==> src/design/assert_macros.svh <==
// Shared assertion helpers; empty in synthesis builds.
`ifndef ASSERT_MACROS_SVH
`define ASSERT_MACROS_SVH
`ifndef SYNTHESIS
// Clocked implication, off while reset is applied.
`define ASSERT_CLK(lbl, clk, rstn, prop) \
    lbl: assert property (@(posedge clk) disable iff (!rstn) (prop)) \
        else $error("assertion failed");
// Condition that must never be seen at a clock edge.
`define ASSERT_NEVER(lbl, clk, rstn, expr) \
    lbl: assert property (@(posedge clk) disable iff (!rstn) !(expr)) \
        else $error("forbidden condition");
`else
`define ASSERT_CLK(lbl, clk, rstn, prop)
`define ASSERT_NEVER(lbl, clk, rstn, expr)
`endif
`endif

==> src/design/amsf_pkg.sv <==
`timescale 1ns / 1ps
package amsf_pkg;

    localparam int DIST_W = 25;
    localparam int POS_W  = 25;
    localparam int TGT_W  = 24;
    localparam int SPR_W  = 16;
    localparam int UPR_W  = 20;
    localparam int PROD_W = DIST_W + SPR_W;
    localparam int CNT_W  = 6;
    localparam int MUL_STEPS = UPR_W;
    localparam int DIV_STEPS = PROD_W;

    localparam logic [1:0] CMD_MOVE    = 2'd0;
    localparam logic [1:0] CMD_ENABLE  = 2'd1;
    localparam logic [1:0] CMD_DISABLE = 2'd2;

    localparam logic [1:0] AX_X = 2'd0;
    localparam logic [1:0] AX_Y = 2'd1;
    localparam logic [1:0] AX_Z = 2'd2;

    localparam logic [1:0] REG_SPR   = 2'd0;
    localparam logic [1:0] REG_X_UPR = 2'd1;
    localparam logic [1:0] REG_Y_UPR = 2'd2;
    localparam logic [1:0] REG_Z_UPR = 2'd3;

    localparam logic [SPR_W-1:0] SPR_RESET   = 16'd1600;
    localparam logic [UPR_W-1:0] X_UPR_RESET = 20'd20000;
    localparam logic [UPR_W-1:0] Y_UPR_RESET = 20'd6000;
    localparam logic [UPR_W-1:0] Z_UPR_RESET = 20'd10000;

    localparam logic [7:0] CH_LBR = 8'h5B;
    localparam logic [7:0] CH_RBR = 8'h5D;
    localparam logic [7:0] CH_0   = 8'h30;
    localparam logic [7:0] CH_1   = 8'h31;
    localparam logic [7:0] CH_2   = 8'h32;
    localparam logic [7:0] CH_7   = 8'h37;
    localparam logic [7:0] CH_8   = 8'h38;
    localparam logic [7:0] CH_9   = 8'h39;
    localparam logic [7:0] CH_A   = 8'h41;
    localparam logic [7:0] CH_B   = 8'h42;
    localparam logic [7:0] CH_C   = 8'h43;
    localparam logic [3:0] NIB_MASK = 4'hF;

    localparam logic [3:0] FRAME_LAST = 4'd9;

    typedef enum logic {
        OP_MUL = 1'b0,
        OP_DIV = 1'b1
    } t_alu_op;

    typedef struct packed {
        logic              start;
        t_alu_op           op;
        logic [PROD_W-1:0] a;
        logic [UPR_W-1:0]  b;
    } t_alu_req;

    typedef struct packed {
        logic              busy;
        logic              done;
        logic [PROD_W-1:0] result;
    } t_alu_rsp;

    typedef struct packed {
        logic [1:0]              cmd;
        logic signed [TGT_W-1:0] target_x;
        logic signed [TGT_W-1:0] target_y;
        logic signed [TGT_W-1:0] target_z;
    } t_in_item;

    typedef struct packed {
        logic [7:0] tx_byte;
        logic       frame_end;
        logic       last;
        logic       step_overflow;
    } t_out_item;

    function automatic logic [7:0] hex_char(input logic [3:0] nib);
        logic [3:0] n;
        n = nib & NIB_MASK;
        if (n < 4'd10) begin
            hex_char = CH_0 + {4'h0, n};
        end else begin
            hex_char = CH_A + {4'h0, n} - 8'd10;
        end
    endfunction

endpackage

==> src/design/amsf_alu.sv <==
`timescale 1ns / 1ps
`include "assert_macros.svh"
// Shared shift-add multiplier / restoring divider, one bit per cycle.
module amsf_alu (
    input  logic               i_clk,
    input  logic               i_rst_n,
    input  amsf_pkg::t_alu_req i_req,
    output amsf_pkg::t_alu_rsp o_rsp
);
    import amsf_pkg::*;

    logic              r_busy, n_busy;
    logic              r_done, n_done;
    t_alu_op           r_op, n_op;
    logic [CNT_W-1:0]  r_cnt, n_cnt;
    logic [PROD_W-1:0] r_a, n_a;
    logic [UPR_W-1:0]  r_b, n_b;
    logic [PROD_W-1:0] r_acc, n_acc;
    logic [UPR_W:0]    r_rem, n_rem;
    logic [UPR_W:0]    rem_sh;

    always_comb begin
        n_busy = r_busy;
        n_done = 1'b0;
        n_op   = r_op;
        n_cnt  = r_cnt;
        n_a    = r_a;
        n_b    = r_b;
        n_acc  = r_acc;
        n_rem  = r_rem;
        rem_sh = {r_rem[UPR_W-1:0], r_a[PROD_W-1]};
        if (i_req.start) begin
            n_busy = 1'b1;
            n_op   = i_req.op;
            n_cnt  = (i_req.op == OP_MUL) ? CNT_W'(MUL_STEPS - 1) : CNT_W'(DIV_STEPS - 1);
            n_a    = i_req.a;
            n_b    = i_req.b;
            n_acc  = '0;
            n_rem  = '0;
        end else if (r_busy) begin
            case (r_op)
                OP_MUL: begin
                    // product fits PROD_W, so bits shifted out are zero
                    if (r_b[0]) begin
                        n_acc = r_acc + r_a;
                    end
                    n_a = r_a << 1;
                    n_b = r_b >> 1;
                end
                OP_DIV: begin
                    if (rem_sh >= {1'b0, r_b}) begin
                        n_rem = rem_sh - {1'b0, r_b};
                        n_acc = {r_acc[PROD_W-2:0], 1'b1};
                    end else begin
                        n_rem = rem_sh;
                        n_acc = {r_acc[PROD_W-2:0], 1'b0};
                    end
                    n_a = r_a << 1;
                end
                default: begin
                    n_acc = r_acc;
                end
            endcase
            n_cnt = r_cnt - CNT_W'(1);
            if (r_cnt == '0) begin
                n_busy = 1'b0;
                n_done = 1'b1;
            end
        end
    end

    always_ff @(posedge i_clk) begin
        if (!i_rst_n) begin
            r_busy <= 1'b0;
            r_done <= 1'b0;
        end else begin
            r_busy <= n_busy;
            r_done <= n_done;
        end
        r_op  <= n_op;
        r_cnt <= n_cnt;
        r_a   <= n_a;
        r_b   <= n_b;
        r_acc <= n_acc;
        r_rem <= n_rem;
    end

    assign o_rsp.busy   = r_busy;
    assign o_rsp.done   = r_done;
    assign o_rsp.result = r_acc;

    `ASSERT_NEVER(a_start_while_busy, i_clk, i_rst_n, i_req.start && r_busy)
    `ASSERT_NEVER(a_done_and_busy, i_clk, i_rst_n, r_done && r_busy)
    `ASSERT_CLK(a_start_runs, i_clk, i_rst_n, i_req.start |=> r_busy)

endmodule

==> src/design/absolute_move_step_frame_encoder_core.sv <==
`timescale 1ns / 1ps
`include "assert_macros.svh"
// Channel | Dir | Handshake             | Payload
// in      | in  | i_in_valid/o_in_stall  | t_in_item  (cmd, targets)
// out     | out | o_out_valid/i_out_stall| t_out_item (byte, flags)
// cfg     | in  | i_cfg_we               | i_cfg_idx, i_cfg_data
// Move: per axis a setup, then mul, div, mul, div on the shared mul/div unit
// (20, 41, 20, 41 bit steps), then 10 byte loads, 30 bytes per move.
// Enable/disable: 10 byte transfers. cmd 3 is taken and dropped.
// The input stalls while a command is in work; one output register holds the
// current byte, and a stalled output simply holds the sequencer in emit.
// Reset is synchronous; positions clear and config returns to defaults.
module absolute_move_step_frame_encoder_core (
    input  logic                i_clk,
    input  logic                i_rst_n,
    input  logic                i_in_valid,
    output logic                o_in_stall,
    input  amsf_pkg::t_in_item  i_in_data,
    output logic                o_out_valid,
    input  logic                i_out_stall,
    output amsf_pkg::t_out_item o_out_data,
    input  logic                i_cfg_we,
    input  logic [1:0]          i_cfg_idx,
    input  logic [19:0]         i_cfg_data
);
    import amsf_pkg::*;

    typedef enum logic [6:0] {
        ST_IDLE = 7'b0000001,
        ST_PREP = 7'b0000010,
        ST_MUL1 = 7'b0000100,
        ST_DIV1 = 7'b0001000,
        ST_MUL2 = 7'b0010000,
        ST_DIV2 = 7'b0100000,
        ST_EMIT = 7'b1000000
    } t_state;

    t_state r_state, n_state;

    logic [SPR_W-1:0] r_spr;
    logic [UPR_W-1:0] r_xupr, r_yupr, r_zupr;

    logic signed [POS_W-1:0] r_pos_x, n_pos_x, r_pos_y, n_pos_y, r_pos_z, n_pos_z;
    logic signed [TGT_W-1:0] r_tx, r_ty, r_tz;
    logic             r_zfirst;
    logic             r_fixed, n_fixed;
    logic [1:0]       r_ax, n_ax;
    logic [1:0]       r_cur, n_cur;
    logic             r_up, n_up;
    logic [UPR_W-1:0] r_upr, n_upr;
    logic [7:0]       r_dirch, n_dirch;
    logic [15:0]      r_steps, n_steps;
    logic             r_ovf, n_ovf;
    logic [3:0]       r_bi, n_bi;
    logic             r_out_valid, n_out_valid;
    t_out_item        r_out, n_out;

    t_alu_req alu_req;
    t_alu_rsp alu_rsp;

    logic in_xfer, load;
    logic [1:0] ax_sel;
    logic signed [POS_W-1:0] pos_sel;
    logic signed [POS_W-1:0] tgt_sel;
    logic signed [POS_W:0]   diff;
    logic [UPR_W-1:0] upr_sel, spr_eff;
    logic [DIST_W-1:0] moved;
    logic [7:0] byte_val;

    assign in_xfer  = i_in_valid && !o_in_stall;
    assign spr_eff  = (r_spr == '0) ? UPR_W'(1) : {{(UPR_W-SPR_W){1'b0}}, r_spr};
    assign load     = !r_out_valid || !i_out_stall;
    assign moved    = alu_rsp.result[DIST_W-1:0];

    always_comb begin
        case (r_ax)
            2'd0:    ax_sel = r_zfirst ? AX_Z : AX_X;
            2'd1:    ax_sel = r_zfirst ? AX_X : AX_Y;
            default: ax_sel = r_zfirst ? AX_Y : AX_Z;
        endcase
        case (ax_sel)
            AX_X: begin
                pos_sel = r_pos_x;
                tgt_sel = POS_W'(r_tx);
                upr_sel = r_xupr;
            end
            AX_Y: begin
                pos_sel = r_pos_y;
                tgt_sel = POS_W'(r_ty);
                upr_sel = r_yupr;
            end
            default: begin
                pos_sel = r_pos_z;
                tgt_sel = POS_W'(r_tz);
                upr_sel = r_zupr;
            end
        endcase
        diff = {tgt_sel[POS_W-1], tgt_sel} - {pos_sel[POS_W-1], pos_sel};
    end

    always_comb begin
        case (r_bi)
            4'd0:    byte_val = CH_LBR;
            4'd2:    byte_val = r_dirch;
            4'd3:    byte_val = hex_char(r_steps[7:4]);
            4'd4:    byte_val = hex_char(r_steps[3:0]);
            4'd5:    byte_val = hex_char(r_steps[15:12]);
            4'd6:    byte_val = hex_char(r_steps[11:8]);
            4'd9:    byte_val = CH_RBR;
            default: byte_val = CH_0;
        endcase
    end

    always_comb begin
        n_state     = r_state;
        n_pos_x     = r_pos_x;
        n_pos_y     = r_pos_y;
        n_pos_z     = r_pos_z;
        n_fixed     = r_fixed;
        n_ax        = r_ax;
        n_cur       = r_cur;
        n_up        = r_up;
        n_upr       = r_upr;
        n_dirch     = r_dirch;
        n_steps     = r_steps;
        n_ovf       = r_ovf;
        n_bi        = r_bi;
        n_out_valid = r_out_valid && i_out_stall;
        n_out       = r_out;
        alu_req     = '{start: 1'b0, op: OP_MUL, a: '0, b: '0};

        case (r_state)
            ST_IDLE: begin
                if (in_xfer) begin
                    n_ax  = 2'd0;
                    n_bi  = 4'd0;
                    n_ovf = 1'b0;
                    case (i_in_data.cmd)
                        CMD_MOVE: begin
                            n_fixed = 1'b0;
                            n_state = ST_PREP;
                        end
                        CMD_ENABLE, CMD_DISABLE: begin
                            n_fixed = 1'b1;
                            n_steps = '0;
                            n_dirch = (i_in_data.cmd == CMD_ENABLE) ? CH_2 : CH_1;
                            n_pos_x = '0;
                            n_pos_y = '0;
                            n_pos_z = '0;
                            n_state = ST_EMIT;
                        end
                        default: begin
                            n_state = ST_IDLE;
                        end
                    endcase
                end
            end
            ST_PREP: begin
                n_cur   = ax_sel;
                n_up    = !diff[POS_W] && (diff != '0);
                n_upr   = (upr_sel == '0) ? UPR_W'(1) : upr_sel;
                case (ax_sel)
                    AX_X:    n_dirch = n_up ? CH_7 : CH_8;
                    AX_Y:    n_dirch = n_up ? CH_A : CH_9;
                    default: n_dirch = n_up ? CH_C : CH_B;
                endcase
                alu_req.start = 1'b1;
                alu_req.op    = OP_MUL;
                alu_req.a     = PROD_W'(diff[POS_W] ? DIST_W'(-diff) : DIST_W'(diff));
                alu_req.b     = spr_eff;
                n_state = ST_MUL1;
            end
            ST_MUL1: begin
                if (alu_rsp.done) begin
                    alu_req.start = 1'b1;
                    alu_req.op    = OP_DIV;
                    alu_req.a     = alu_rsp.result;
                    alu_req.b     = r_upr;
                    n_state = ST_DIV1;
                end
            end
            ST_DIV1: begin
                if (alu_rsp.done) begin
                    n_steps = alu_rsp.result[15:0];
                    n_ovf   = |alu_rsp.result[PROD_W-1:16];
                    alu_req.start = 1'b1;
                    alu_req.op    = OP_MUL;
                    alu_req.a     = alu_rsp.result;
                    alu_req.b     = r_upr;
                    n_state = ST_MUL2;
                end
            end
            ST_MUL2: begin
                if (alu_rsp.done) begin
                    alu_req.start = 1'b1;
                    alu_req.op    = OP_DIV;
                    alu_req.a     = alu_rsp.result;
                    alu_req.b     = spr_eff;
                    n_state = ST_DIV2;
                end
            end
            ST_DIV2: begin
                if (alu_rsp.done) begin
                    case (r_cur)
                        AX_X:    n_pos_x = r_up ? r_pos_x + moved : r_pos_x - moved;
                        AX_Y:    n_pos_y = r_up ? r_pos_y + moved : r_pos_y - moved;
                        default: n_pos_z = r_up ? r_pos_z + moved : r_pos_z - moved;
                    endcase
                    n_bi    = 4'd0;
                    n_state = ST_EMIT;
                end
            end
            ST_EMIT: begin
                if (load) begin
                    n_out_valid         = 1'b1;
                    n_out.tx_byte       = byte_val;
                    n_out.frame_end     = (r_bi == FRAME_LAST);
                    n_out.last          = (r_bi == FRAME_LAST) && (r_fixed || r_ax == 2'd2);
                    n_out.step_overflow = r_ovf;
                    n_bi = r_bi + 4'd1;
                    if (r_bi == FRAME_LAST) begin
                        n_bi = 4'd0;
                        if (r_fixed || r_ax == 2'd2) begin
                            n_state = ST_IDLE;
                        end else begin
                            n_ax    = r_ax + 2'd1;
                            n_state = ST_PREP;
                        end
                    end
                end
            end
            default: begin
                n_state = ST_IDLE;
            end
        endcase
    end

    always_ff @(posedge i_clk) begin
        if (!i_rst_n) begin
            r_state     <= ST_IDLE;
            r_out_valid <= 1'b0;
            r_bi        <= 4'd0;
            r_pos_x     <= '0;
            r_pos_y     <= '0;
            r_pos_z     <= '0;
            r_spr       <= SPR_RESET;
            r_xupr      <= X_UPR_RESET;
            r_yupr      <= Y_UPR_RESET;
            r_zupr      <= Z_UPR_RESET;
        end else begin
            r_state     <= n_state;
            r_out_valid <= n_out_valid;
            r_bi        <= n_bi;
            r_pos_x     <= n_pos_x;
            r_pos_y     <= n_pos_y;
            r_pos_z     <= n_pos_z;
            if (i_cfg_we) begin
                case (i_cfg_idx)
                    REG_SPR:   r_spr  <= i_cfg_data[SPR_W-1:0];
                    REG_X_UPR: r_xupr <= i_cfg_data;
                    REG_Y_UPR: r_yupr <= i_cfg_data;
                    REG_Z_UPR: r_zupr <= i_cfg_data;
                    default:   r_spr  <= r_spr;
                endcase
            end
        end
        if (in_xfer) begin
            r_tx     <= i_in_data.target_x;
            r_ty     <= i_in_data.target_y;
            r_tz     <= i_in_data.target_z;
            r_zfirst <= (i_in_data.target_z > 0);
        end
        r_fixed <= n_fixed;
        r_ax    <= n_ax;
        r_cur   <= n_cur;
        r_up    <= n_up;
        r_upr   <= n_upr;
        r_dirch <= n_dirch;
        r_steps <= n_steps;
        r_ovf   <= n_ovf;
        r_out   <= n_out;
    end

    amsf_alu u_alu (
        .i_clk   (i_clk),
        .i_rst_n (i_rst_n),
        .i_req   (alu_req),
        .o_rsp   (alu_rsp)
    );

    assign o_in_stall  = (r_state != ST_IDLE);
    assign o_out_valid = r_out_valid;
    assign o_out_data  = r_out;

    `ASSERT_NEVER(a_idle_alu_busy, i_clk, i_rst_n, (r_state == ST_IDLE) && alu_rsp.busy)
    `ASSERT_CLK(a_move_starts, i_clk, i_rst_n,
        (in_xfer && i_in_data.cmd == CMD_MOVE) |=> (r_state == ST_PREP))
    `ASSERT_NEVER(a_byte_index, i_clk, i_rst_n, r_bi > FRAME_LAST)

endmodule

==> config.mk <==
export PLATFORM = sky130hd
export DESIGN_NAME = absolute_move_step_frame_encoder_core
export DESIGN_NICKNAME = d
export VERILOG_FILES = /design/src/design/amsf_pkg.sv /design/src/design/amsf_alu.sv /design/src/design/absolute_move_step_frame_encoder_core.sv
export VERILOG_INCLUDE_DIRS = /design/src /design/src/design
export SDC_FILE = /design/constraint.sdc
export NUM_CORES = 1
export LEC_CHECK = 0
export ABC_AREA = 1
export BUFFER_PORTS_ARGS = -buffer_cell sky130_fd_sc_hd__buf_2
export CORE_MARGIN = 5
export CORE_UTILIZATION = 30
export DETAILED_ROUTE_END_ITERATION = 16
export PLACE_DENSITY = 0.53
export SYNTH_ARGS = -nofsm -noshare
export SYNTH_HDL_FRONTEND = slang
export SYNTH_SLANG_ARGS = --single-unit
==> constraint.sdc <==
create_clock -name i_clk -period 13.5 [get_ports i_clk]
set_input_delay 1.35 -clock i_clk [delete_from_list [all_inputs] [get_ports i_clk]]
set_output_delay 1.35 -clock i_clk [all_outputs]
set_load 0.02 [all_outputs]
**Word level (Yosys, flattened, before mapping)**

Index checks and enable logic that the tools add are counted.

- Bits in registers: 429
- Bits of input ports: 101

- $add $sub $neg: 25
- $lt $le $gt $ge: 6
- Equal/unequal tests: 37
- Multiplexer cells: 86
- Bitwise logic cells: 3
- Reductions and logical operators: 49

Operators by type and width:

| kind | number |
|---|---|
| two-way mux 25 bit | 11 |
| one-hot mux 63 bit (4 select lines) | 1 |
| one-hot mux 25 bit (2 select lines) | 5 |
| two-way mux 63 bit | 3 |
| two-way mux 41 bit | 4 |
| one-hot mux 41 bit (2 select lines) | 1 |
| two-way mux 20 bit | 4 |
| adder 25 bit | 3 |
| subtractor 25 bit | 3 |
| two-way mux 16 bit | 4 |
| two-way mux 7 bit | 8 |
| one-hot mux 8 bit (7 select lines) | 1 |
| one-hot mux 7 bit (7 select lines) | 1 |
| two-way mux 8 bit | 6 |
| adder 41 bit | 1 |
| one-hot mux 20 bit (2 select lines) | 1 |
| adder 7 x 4 -> 8 bit, first input constant | 4 |
| one-hot mux 16 bit (2 select lines) | 1 |
| subtractor 8 x 4 -> 8 bit, second input constant | 4 |
| adder 6 x 4 -> 7 bit, first input constant | 4 |
| one-hot mux 7 bit (2 select lines) | 2 |
| nonzero test 26 bit | 1 |
| subtractor 25 x 25 -> 26 bit | 1 |
| negator 25 bit | 1 |
| 49 further kinds | 131 |

**Depth between registers and ports, before layout**

- Word-level depth: 10
- Gate-level depth with buffers: 31
- Depth with buffers taken out: 29

**Modules after synthesis**

Synthesis repeated with hierarchy kept, for this count alone.

- Cells, all modules: 4400
- Area total of the unflattened synthesis: 30146.4 sq um

Modules (own cells, without submodules):

| module | instances | cells an instance | area each (sq um) | sequential area each (sq um) |
|---|---|---|---|---|
| absolute_move_step_frame_encoder_core | 1 | 2873 | 20208.1 | 7226.9 |
| amsf_alu | 1 | 1527 | 9938.3 | 3303.2 |

**Least setup slack after synthesis**

Ideal clock, no wire load.

- Path kind: input to register
- From: input port i_in_valid
- To: register r_tx[0] (enable)
- Library setup time: 505 ps
- Data arrival time: 4446 ps
- Path slack: 8549 ps
- Stages on the path: 2
- Cell sequence: inv_1 nor2_1

- Word-level cells in the longest chain between the ends: 1

Ends and longest elaborated chain:

| element | line | RTL |
|---|---|---|
| start, declared | absolute_move_step_frame_encoder_core.sv:16 | `input logic i_in_valid,` |
| logical AND 1 bit | absolute_move_step_frame_encoder_core.sv:70 | `assign in_xfer = i_in_valid && !o_in_stall;` |
| named net in_xfer | absolute_move_step_frame_encoder_core.sv:61 | `logic in_xfer, load;` |
| end signal, assigned | absolute_move_step_frame_encoder_core.sv:268 | `r_tx <= i_in_data.target_x;` |
| end, declared | absolute_move_step_frame_encoder_core.sv:44 | `logic signed [TGT_W-1:0] r_tx, r_ty, r_tz;` |

The timed path passes the listed nets, and every way through them passes these cells.
A chain may end at the register's enable or synchronous reset.

**Worst setup path in the final report**

- From: register r_ax[0]
- To: register u_alu.r_a[23] (data pin)

- Word-level cells in the longest chain between the ends: 9

Ends and longest elaborated chain:

| element | line | RTL |
|---|---|---|
| start, declared | absolute_move_step_frame_encoder_core.sv:47 | `logic [1:0] r_ax, n_ax;` |
| start signal, assigned | absolute_move_step_frame_encoder_core.sv:274 | `r_ax <= n_ax;` |
| equality test 2 x 1 -> 1 bit / logical NOT 2 bit (equally long branches) | absolute_move_step_frame_encoder_core.sv:76 | `case (r_ax)` |
| one-hot mux 2 bit (2 select lines) * | absolute_move_step_frame_encoder_core.sv:76 |  |
| equality test 2 x 1 -> 1 bit / logical NOT 2 bit (equally long branches) | absolute_move_step_frame_encoder_core.sv:81 | `case (ax_sel)` |
| one-hot mux 25 bit (2 select lines) | absolute_move_step_frame_encoder_core.sv:81 |  |
| subtractor 25 x 25 -> 26 bit * | absolute_move_step_frame_encoder_core.sv:98 | `diff = {tgt_sel[POS_W-1], tgt_sel} - {pos_sel[POS_W-1], pos_sel};` |
| negator 25 bit | absolute_move_step_frame_encoder_core.sv:169 | `alu_req.a = PROD_W'(diff[POS_W] ? DIST_W'(-diff) : DIST_W'(diff));` |
| two-way mux 41 bit * | absolute_move_step_frame_encoder_core.sv:169 |  |
| one-hot mux 63 bit (4 select lines) * | absolute_move_step_frame_encoder_core.sv:132 | `case (r_state)` |
| two-way mux 41 bit * | amsf_alu.sv:32 | `if (i_req.start) begin` |
| named net u_alu.n_a[23] | amsf_alu.sv:16 | `logic [PROD_W-1:0] r_a, n_a;` |
| end signal, assigned | amsf_alu.sv:82 | `r_a <= n_a;` |
| end, declared | amsf_alu.sv:16 |  |

Mark *: on every way through the listed nets, which the timed path passes. The rest lies on a longest branch.

==> key figures <==
Outcome
  • Outcome: finished, final reports clean

Worst setup path
  • Worst Path Buf+Inv: 3
  • Worst EP required: 13.86 ns
  • Critical Path Source Type: register
  • Worst r2r dst: u_alu.r_a[23]
  • Setup slack, reg-to-reg: about 7.8 ns
  • CP top delay family: simple AND/OR/NAND/NOR gates
  • FF-to-FF Start: r_ax[0]
  • Worst Path Max Fanout: 44
  • Reg2reg path depth: 24
  • Worst Setup Path Type: register to register
  • CP Capture Type: register
  • Max incr delay on CP: approximately 0.54 ns
  • Worst path cell trace: ha_1 > o21ai_0 > nand2_2 > buf_4 > nand2_2 > buf_4 > inv_2 > nand2_1 > o221ai_1 > fa_1 > nor2_1 > nor2_1 > nor2_1 > nand3_1 > nor2_1 > nand3_1 > nor2_1 > nand3_1 > nor2_1 > nand3_1 > nand2_1 > nand3_1 > nand3_1 > nand2_1
  • CP arrival: a little over 6 ns
  • CP max-delay cell: fa_1

Synth
  • Post-synth top area share: 0.206
  • Syn avg cell area: 7.12 um^2
  • Commonest register cell after synthesis: dfxtp_1
  • Syn Nets: about 4400
  • Area contributors post-synth: edfxtp_1 (21%), dfxtp_1 (16%), nand2_1 (13%), ha_1 (7.4%), inv_1 (6.4%)
  • Seq cells post-synth: 426
  • Synth Cell Area: approximately 29000 um^2
  • Syn Inst Count: roughly 4000
  • Fraction of registers with async set/reset: 0
  • Post-synth EDFFs: 200
  • Synth unique cells: between 60 and 70
  • Yosys top cell by area: edfxtp_1
  • Post-synthesis sequential area ratio: 0.362
  • Yosys warning count: 0

Timing
  • Max_slew headroom: 0.311
  • Clock skew: 0.0339 ns
  • Final setup vio count: 0
  • Slew Limit Fails: 0
  • Crit path time final: around 5.7 ns
  • RSZ-0062 raised after global routing: no
  • Worst setup margin: around 7.8 ns
  • Fin. Hold Viols: 0
  • Fmax: 0.174 GHz
  • Period Utilization, post-route: 0.426
  • Worst-Margin Slew: about 1.0 ns
  • Setup TNS: 0 ns

Layout
  • Layout cells sized above 1: 0.0841
  • Diode count: 0
  • Final net count: about 4400
  • FILL cells: 10500
  • Finished Layout Cells: ~5500
  • Final Core Density: 0.338
  • Commonest non-fill, non-tap cells in the layout: nand2_1 (1017), inv_1 (493), nor2_1 (378)
  • Most common cell after layout, fill and taps aside: nand2_1
  • Fin area: about 33000 um^2
  • P&R area growth vs syn: 12.0%

Global routing
  • Vias in the first global route: 25500
  • First-pass GRT wire length: approximately 150000 um
  • Largest net degree at the start of global routing: 80
  • Grt met3 use: 0.0193
  • Initial antenna violation count: 0
  • Met2 usage in global routing: 0.294
  • Busiest layer in global routing: met2
  • Met1 Use GR: 0.268
  • Gr ovfl total: 0
  • GRT Util Overall: 0.185

Drt
  • Wire per inst: between 15 and 20 um
  • Pre-antenna DRT Iters: 5
  • DRC: 0
  • Vias: 27600
  • Antenna viol nets, final: 0
  • Iteration-0 DRC count of the detailed router: between 2000 and 2500
  • Drt total wl: between 90000 and 100000 um
  • Via/cell ratio: 5.05

CTS
  • CTS tree: built
  • Clock slew at reported path FFs: roughly 0.060 ns
  • Post-CTS resize count: 0
  • CTS Buf Count: 50
  • Worst-case clock buffer depth: 3
  • CTS H-Tree Depth: 2
  • Clock latency on the worst-skew pair: 0.62 ns
  • Clock Sinks: 426
  • Post-CTS setup buffer count: 0
  • Clk root buf: clkbuf_16
  • # hold bufs at CTS: 0

Worst hold path
  • Hold Crit Class: register to register
  • Hold Path Stages: 0
  • Hold_sp: r_ovf
  • Hold Path Sink: o_out_data[0]

Die
  • Die Ht: 321 um
  • Die W: approximately 320 um
  • Row cnt: ~110
  • Starting Density: 0.302
  • Core area: around 96000 um^2
  • IO Count: between 100 and 150
  • Die ar.: just over 100000 um^2

Placement
  • Placed instance area: 31000 um^2
  • Dpl ws: 7.76 ns
  • Detailed placer's ending HPWL: roughly 77000 um
  • Final RePlAce weighted congestion: 0.957
  • Placed insts: roughly 5400
  • # port buffers: ~110

Pwr
  • Maximum vdd drop: approximately 0.00018 V
  • Power Density: 261 nW/um^2
  • Leak pwr: between 0.01 and 0.015 uW

Job
  • Max Cap Viol: 0
[cell families after synthesis]
| logic type | count (synthesis) | share of synthesized area |
|---|---|---|
| buffers and inverters | 631 | 0.0830 |
| XOR/XNOR | 66 | 0.0199 |
| other | 1 | 0.000129 |
| adder cells (fa/ha/maj) | 177 | 0.0777 |
| AO/OA/AOI/OAI | 897 | 0.180 |
| flip-flops | 426 | 0.362 |
| AND/OR/NAND/NOR | 1887 | 0.277 |
[worst max-delay path by stage]
stage                     slack, ns       start       endpoint  cells past startpoint
after floorplan                8.55  i_in_valid        r_tx[0]                      2
after detailed placement       7.76     r_ax[0]  u_alu.r_a[23]                     24
final                          7.75     r_ax[0]  u_alu.r_a[23]                     24
after global routing           7.26     r_ax[0]  u_alu.r_a[13]                     24
after global placement         7.80     r_ax[0]  u_alu.r_a[23]                     24
after CTS                      7.74     r_ax[0]  u_alu.r_a[23]                     24
[cell usage after synthesis (all sizes together), types with 34 or more instances]
cell type / number
xor2: 42
nor3: 45
o221ai: 45
clkbuf: 85
ha: 171
buf: 34
nor2: 390
or2: 62
nand3: 249
nand4: 50
nand2: 1052
o21bai: 37
edfxtp: 200
o21ai: 269
o211ai: 39
a21oi: 367
inv: 508
dfxtp: 226
[final cells by class]
class                           count  area [um^2]  area share
Multi-Input combinational cell   3028        16200       0.497
Sequential cell                   426        10500       0.323
Inverter                          512         1920      0.0590
Tap cell                         1276         1600      0.0490
Clock buffer                       68         1410      0.0434
Timing Repair Buffer              136          741      0.0227
Clock inverter                     26          195     0.00599
[report_power, final]
part / internal (uW) / switching [uW] / leakage (uW) / total, uW
logic: 1530 / 3820 / 0.00966 / 5350
clock network: 743 / 593 / 0.000777 / 1340
registers: 1620 / 191 / 0.00369 / 1810
[registers in the layout, indices dropped and copies added (netlist names), 7 cells and up]
register / count
o_out_data: 10
r_pos_x: 25
r_pos_y: 25
r_pos_z: 25
r_spr: 16
r_state: 7
r_steps: 16
r_tx: 24
r_ty: 24
r_tz: 24
r_upr: 20
r_xupr: 20
r_yupr: 20
r_zupr: 20
u_alu.r_a: 41
u_alu.r_acc: 41
u_alu.r_b: 20
u_alu.r_rem: 20
[per-stage QoR]
step / power [uW] / hold WS, ns
floorplan: 5540 / 0.400
finish: 8500 / 0.445
detailed placement: 7110 / 0.440
CTS: 8470 / 0.451
global placement: 7110 / 0.415
global route: 9200 / 0.462
[routing by layer]
layer  part of all wire  up-vias
met5                  0        -
met4              0.026        0
met3              0.052      110
met2               0.44      740
met1               0.48    12900
li1                   -    13900
(Power assumes the default switching activity.)
